===== config.mk =====
export PLATFORM = sky130hd
export DESIGN_NAME = ipf_split_mul
export DESIGN_NICKNAME = d
export VERILOG_FILES = /design/src/hdl/ipf_pkg.sv /design/src/hdl/ipf_split_mul.sv
export SDC_FILE = /design/constraint.sdc
export NUM_CORES = 2
export LEC_CHECK = 0
export BUFFER_PORTS_ARGS = -buffer_cell sky130_fd_sc_hd__buf_2
export CORE_ASPECT_RATIO = 0.7
export CORE_MARGIN = 5
export CORE_UTILIZATION = 35
export CTS_BUF_LIST = sky130_fd_sc_hd__clkbuf_16
export CTS_CLUSTER_SIZE = 30
export DETAILED_ROUTE_END_ITERATION = 16
export GPL_TIMING_DRIVEN = 0
export PLACE_DENSITY_LB_ADDON = 0.08
export SLEW_MARGIN = 20
export SYNTH_ARGS = -nofsm -noshare
export SYNTH_HDL_FRONTEND = slang
export SYNTH_SLANG_ARGS = --single-unit

===== constraint.sdc =====
create_clock -name clk -period 8.1 [get_ports clk]
set_clock_uncertainty 0.2 [all_clocks]
set_input_delay 1.62 -clock clk [delete_from_list [all_inputs] [get_ports clk]]
set_output_delay 1.62 -clock clk [all_outputs]
set_load 0.1 [all_outputs]

===== src/hdl/ipf_pkg.sv =====
// Shared types and constants for the in-circle point filter.
package ipf_pkg;

	localparam int CFG_IDX_BITS = 3;

	localparam logic [CFG_IDX_BITS-1:0] REG_A_X = 3'd0;
	localparam logic [CFG_IDX_BITS-1:0] REG_A_Y = 3'd1;
	localparam logic [CFG_IDX_BITS-1:0] REG_B_X = 3'd2;
	localparam logic [CFG_IDX_BITS-1:0] REG_B_Y = 3'd3;
	localparam logic [CFG_IDX_BITS-1:0] REG_C_X = 3'd4;
	localparam logic [CFG_IDX_BITS-1:0] REG_C_Y = 3'd5;

	typedef struct packed {
		logic s4;
		logic s5;
	} ipf_stall_t;

endpackage


===== src/hdl/ipf_split_mul.sv =====
// Two-stage signed multiplier built from four half-width partial products.
module ipf_split_mul #(
	parameter int W = 35
) (
	input  logic                    clk,
	input  ipf_pkg::ipf_stall_t     en,
	input  logic signed [W-1:0]     a,
	input  logic signed [W-1:0]     b,
	output logic signed [2*W-1:0]   prod_s5
);
	import ipf_pkg::*;

	localparam int H  = (W + 1) / 2;
	localparam int HW = W - H;
	localparam int PW = 2 * W;

	logic signed [HW-1:0]   ah, bh;
	logic        [H-1:0]    al, bl;
	logic signed [H:0]      alx, blx;
	logic signed [2*HW-1:0] hh;
	logic signed [W:0]      hl, lh;
	logic        [2*H-1:0]  ll;

	logic signed [2*HW-1:0] hh_s4;
	logic signed [W:0]      hl_s4, lh_s4;
	logic        [2*H-1:0]  ll_s4;

	logic signed [PW-1:0]   t_hh, t_hl, t_lh, t_ll;

	assign ah  = a[W-1:H];
	assign bh  = b[W-1:H];
	assign al  = a[H-1:0];
	assign bl  = b[H-1:0];
	assign alx = $signed({1'b0, al});
	assign blx = $signed({1'b0, bl});

	always_comb begin
		hh = ah * bh;
		hl = ah * blx;
		lh = alx * bh;
		ll = al * bl;
	end

	always_ff @(posedge clk) begin
		if (en.s4) begin
			hh_s4 <= hh;
			hl_s4 <= hl;
			lh_s4 <= lh;
			ll_s4 <= ll;
		end
	end

	assign t_hh = {hh_s4, {(2*H){1'b0}}};
	assign t_hl = {{(HW-1){hl_s4[W]}}, hl_s4, {H{1'b0}}};
	assign t_lh = {{(HW-1){lh_s4[W]}}, lh_s4, {H{1'b0}}};
	assign t_ll = $signed({{(PW-2*H){1'b0}}, ll_s4});

	always_ff @(posedge clk) begin
		if (en.s5) begin
			prod_s5 <= t_hh + t_hl + t_lh + t_ll;
		end
	end

endmodule


## Yosys cells after proc, flatten, opt, wreduce, memory -nomap -nowiden

Cells that the tools add are included.

| word-level totals | value |
|---|---|
| register bits | 212 |
| word-level logic and storage cells | 12 |
| input bits | 73 |
| output and inout port bits | 70 |

| cells by class | value |
|---|---|
| $mul | 4 |
| add/subtract/negate cells | 3 |

Operators with widths:

| kind | count |
|---|---|
| $add 70x54->70 | 2 |
| $add 70x37->70 | 1 |
| $mul 17x19->36 | 1 |
| $mul 18x18->36 | 1 |
| $mul 19x17->36 | 1 |
| $mul 17x17->34 | 1 |

## Logic depth before layout (Yosys ltp)

| logic depth | value |
|---|---|
| word-level depth | 3 |
| mapped depth | 26 |
| depth with buffers taken out | 24 |

## Worst setup path after synthesis

No wires, ideal clock.

| path | value |
|---|---|
| kind | in2reg |
| start | input port b[26] |
| end | register lh_s4[32] (data pin) |
| cell stages on the path | 25 |
| arrival time | 7.451 ns |
| buffers on the path | 2 |
| data required time | 7.639 ns |
| path slack | 0.188 ns |
| path through | clkbuf_1 > clkbuf_1 > nand2_1 > fa_1 > inv_1 > fa_1 > inv_1 > fa_1 > inv_1 > fa_1 > fa_1 > inv_1 > fa_1 > inv_1 > ha_1 > a21oi_1 > o22ai_1 > o21ai_0 > o211ai_2 > a2111oi_4 > nor3_2 > a2111oi_4 > o211ai_2 > a21o_1 > xor2_1 |

| between the ends | value |
|---|---|
| longest elaborated chain between the ends | 1 |

RTL lines:

| what | RTL line | source |
|---|---|---|
| start: declaration | ipf_split_mul.sv:8 | `input logic signed [W-1:0] b,` |
| $mul 19x17->36 | ipf_split_mul.sv:40 | `lh = alx * bh;` |
| net lh[32] | ipf_split_mul.sv:21 | `logic signed [W:0] hl, lh;` |
| end signal: assignment | ipf_split_mul.sv:48 | `lh_s4 <= lh;` |
| end: declaration | ipf_split_mul.sv:25 | `logic signed [W:0] hl_s4, lh_s4;` |

The timed path passes the listed nets, and every way through them passes these cells.
A chain may end at the register's enable or synchronous reset.

## Worst setup path in the final report

| path | value |
|---|---|
| start | input port a[20] |
| end | register hl_s4[26] (data pin) |

| between the ends | value |
|---|---|
| longest elaborated chain between the ends | 1 |

RTL lines:

| what | RTL line | source |
|---|---|---|
| start: declaration | ipf_split_mul.sv:7 | `input logic signed [W-1:0] a,` |
| $mul 17x19->36 | ipf_split_mul.sv:39 | `hl = ah * blx;` |
| net hl[26] | ipf_split_mul.sv:21 |  |
| end signal: assignment | ipf_split_mul.sv:47 | `hl_s4 <= hl;` |
| end: declaration | ipf_split_mul.sv:25 |  |

The timed path passes the listed nets, and every way through them passes these cells.

==> impl_metrics.env <==
export IMPL_status="complete, but fails checks"
export IMPL_failed_checks="setup timing"
export IMPL_ys_async_sr_fraction_pct=0
export IMPL_htreeDepth=1
export IMPL_syn_inst=5382
export IMPL_setup_viol=1
export IMPL_cts_buffers=27
export IMPL_cts_hold_fix_buffers=0
export IMPL_synth_edf_count=212
export IMPL_crit_family="adder cells"
export IMPL_slowest_delay_ns=1.05
export IMPL_drive_above_1_share_pct=9.10
export IMPL_dpl_hpwl_mm=163
export IMPL_cts_num_sinks=212
export IMPL_via_per_inst=5.00
export IMPL_relSlewSlack_pct=9.09
export IMPL_finalWirelength_mm=194
export IMPL_yosysSeqAreaShare_pct=12.3
export IMPL_period_share_pct=100
export IMPL_crit_top_cell="fa_1"
export IMPL_grt_pass1_vias=39403
export IMPL_cpMaxStageDelayCell="xnor2_1"
export IMPL_r2r_start="hl_s4[1]$_DFFE_PP_"
export IMPL_grt_overflow=0
export IMPL_setup_ws_ns=-0.0161
export IMPL_clockBufferDepth=3
export IMPL_seq_area_um2=6370
export IMPL_place_congestion=0.936
export IMPL_crit_cells=22
export IMPL_nNetsFinal=7210
export IMPL_numPlacedInstances=7489
export IMPL_slew_violations=0
export IMPL_crit_fanout=10
export IMPL_fin_cells=7560
export IMPL_worst_pin_slew_ns=1.35
export IMPL_timing_fmax_mhz=123
export IMPL_multi_input_area_um2=40700
export IMPL_clk_latency_ns=0.63
export IMPL_area_growth_pct=11.2
export IMPL_via_count=37815
export IMPL_critPathLaunchType="primary input"
export IMPL_cts_root_buffer_cell="clkbuf_16"
export IMPL_grt_use_total_pct=25.0
export IMPL_yosys_cell_types_count=72
export IMPL_die_x_um=470
export IMPL_hold_viol=0
export IMPL_first_pass_iters=5
export IMPL_crit_chain="buf_4 -> clkbuf_8 -> nand2_1 -> fa_1 -> fa_1 -> fa_1 -> inv_1 -> fa_1 -> fa_1 -> inv_1 -> fa_1 -> inv_1 -> ha_1 -> and3_1 -> nand3_1 -> o21ai_4 -> buf_12 -> a2111oi_4 -> buf_4 -> o21bai_1 -> a21oi_1 -> xnor2_1"
export IMPL_cp_arrival_ns=8.12
export IMPL_min_period_ns=8.12
export IMPL_setup_worst_path_start="a[20]"
export IMPL_ys_warnings_count=0
export IMPL_cts_tree="built"
export IMPL_syn_avg_cell_area_um2=9.63
export IMPL_endpoint="hl_s4[26]$_DFFE_PP_"
export IMPL_pin_count=143
export IMPL_max_cap_violations=0
export IMPL_r2r_end="prod_s5[69]$_DFFE_PP_"
export IMPL_r2r_cells=14
export IMPL_drtIter0Drc=3314
export IMPL_critPathBufInv=7
export IMPL_grt_pass1_wl_mm=283
export IMPL_wl_per_cell_um=25.7
export IMPL_rrSetupSlack_ns=3.06
export IMPL_ant_nets=0
export IMPL_required_ns=8.10
export IMPL_tns_ns=-0.0161
export IMPL_ys_seq_elements=212
export IMPL_port_buffers=122
export IMPL_fill_cells=15038
export IMPL_clk_pin_slew_worst_paths_ns=0.06
export IMPL_hold_path_class="flip-flop to flip-flop"
export IMPL_antenna_found_initial=49
export IMPL_synth_flop_cell="edfxtp_1"
export IMPL_critPathKind="primary input to flip-flop"
export IMPL_fp_dieH_um=332
export IMPL_drc_errors=0
export IMPL_grt_start_max_net_pins=92
export IMPL_rsz0062_at_grt="true"
export IMPL_core_um2=147000
export IMPL_synth_nets=7042
export IMPL_rows=118
export IMPL_initial_utilization_pct=35.1
export IMPL_dieArea_um2=156000
export IMPL_mappedNetlistArea_um2=51800
export IMPL_worst_setup_path_end_kind="flip-flop"
## synth_stat cells (3+ instances only)
library cell	count	area, um2
nand3_1	33	165
nand2_1	653	2450
o21ai_1	7	35.0
o211ai_1	9	67.6
nand2b_1	42	263
a21boi_0	4	30.0
o31a_1	4	35.0
inv_1	1180	4430
fa_1	1082	21700
xor2_1	40	350
o21a_1	19	143
a21oi_2	3	26.3
o31ai_1	8	60.1
o211ai_2	3	37.5
o22ai_1	3	18.8
nor3_1	17	85.1
o21ai_0	85	425
edfxtp_1	212	6370
o21bai_1	18	135
buf_1	3	11.3
a211oi_1	15	113
or2_2	9	56.3
a21oi_1	142	711
and3_1	17	106
nor2_1	127	477
or3_1	6	37.5
nor3b_1	3	22.5
nand4_1	11	68.8
xnor2_1	125	1090
a21o_1	69	518
ha_1	505	6320
a311oi_1	3	26.3
a41oi_1	3	26.3
o31ai_2	3	37.5
and2_1	596	3730
clkbuf_1	232	871
or4_1	3	22.5
a211o_1	5	43.8
and4_1	5	43.8
a2111oi_0	3	26.3
a221oi_1	6	52.6
nor2b_1	17	106
a31oi_1	14	87.6
## metal layers
metal	GRT usage [%]	vias to the layer above	wire length, um
met5	0	-	24
met4	3.45	4	3200
met3	6.90	156	20700
met2	34.9	1432	76700
met1	39.1	19578	93500
li1	-	16645	-
## stage by stage
step,cell area [um2],utilization (%),worst slack (ns),hold slack [ns]
6_report,57600,39.0,-0.0161,0.218
5_1_grt,57600,39.0,-0.109,0.226
4_1_cts,56900,38.6,-0.0649,0.219
3_3_place_gp,54900,37.2,-3.11,0.205
2_1_floorplan,51800,-,0.188,0.200
3_5_place_dp,55000,37.3,-2.45,0.206
## layout make-up
cell class                 count  area share, %
buffer                       234           3.20
clock inverter                23          0.358
clock buffer                  27           1.17
timing repair buffer         141           1.55
tap                         1980           4.30
antenna                        9         0.0391
multi-input combinational   3754           70.6
inverter                    1180           7.70
sequential                   212           11.1
## worst min path at each step
stage	start	to	slack, ns	cells past startpoint
5_1_grt	ll_s4[12]$_DFFE_PP_	prod_s5[12]$_DFFE_PP_	0.23	0
3_5_place_dp	ll_s4[11]$_DFFE_PP_	prod_s5[11]$_DFFE_PP_	0.21	0
4_1_cts	ll_s4[12]$_DFFE_PP_	prod_s5[12]$_DFFE_PP_	0.22	0
2_1_floorplan	ll_s4[0]$_DFFE_PP_	prod_s5[0]$_DFFE_PP_	0.20	0
6_report	ll_s4[12]$_DFFE_PP_	prod_s5[12]$_DFFE_PP_	0.22	0
3_3_place_gp	ll_s4[12]$_DFFE_PP_	prod_s5[12]$_DFFE_PP_	0.21	0
## logic make-up after synthesis
logic type,share of synthesized area [%]
AOI/OAI and AO/OA,5.73
buffers and inverters,10.3
adders and majority gates,54.0
DFF,12.3
muxes,0.0193
and+or+nand+nor,14.9
xor gates and xnor gates,2.79
## registers in the layout (all words and copies together), names as in the netlist
signal,flops
lh_s4,36
hl_s4,36
hh_s4,34
prod_s5,70
ll_s4,36
## timing repair
action | CTS | global route
gates resized for setup | 398 | 303
endpoints found under the hold margin | 0 | 0
setup buffers | 2 | 12
setup endpoints to repair | 70 | 35
pin swaps | 4 | 26
## cells in the final DEF, fill, tap and decap left out, types with 77 or more instances in the layout
cell,count
ha_1,500
xnor2_1,112
nor2_1,123
inv_1,1182
clkbuf_4,77
nand2_1,653
fa_1,1079
and2_1,595
o21ai_0,77
a21oi_1,136
buf_2,118
edfxtp_1,212
Power is left out: the tool's default activity adds up to more than one toggle a clock period on the data nets, which glitch-free logic cannot reach.
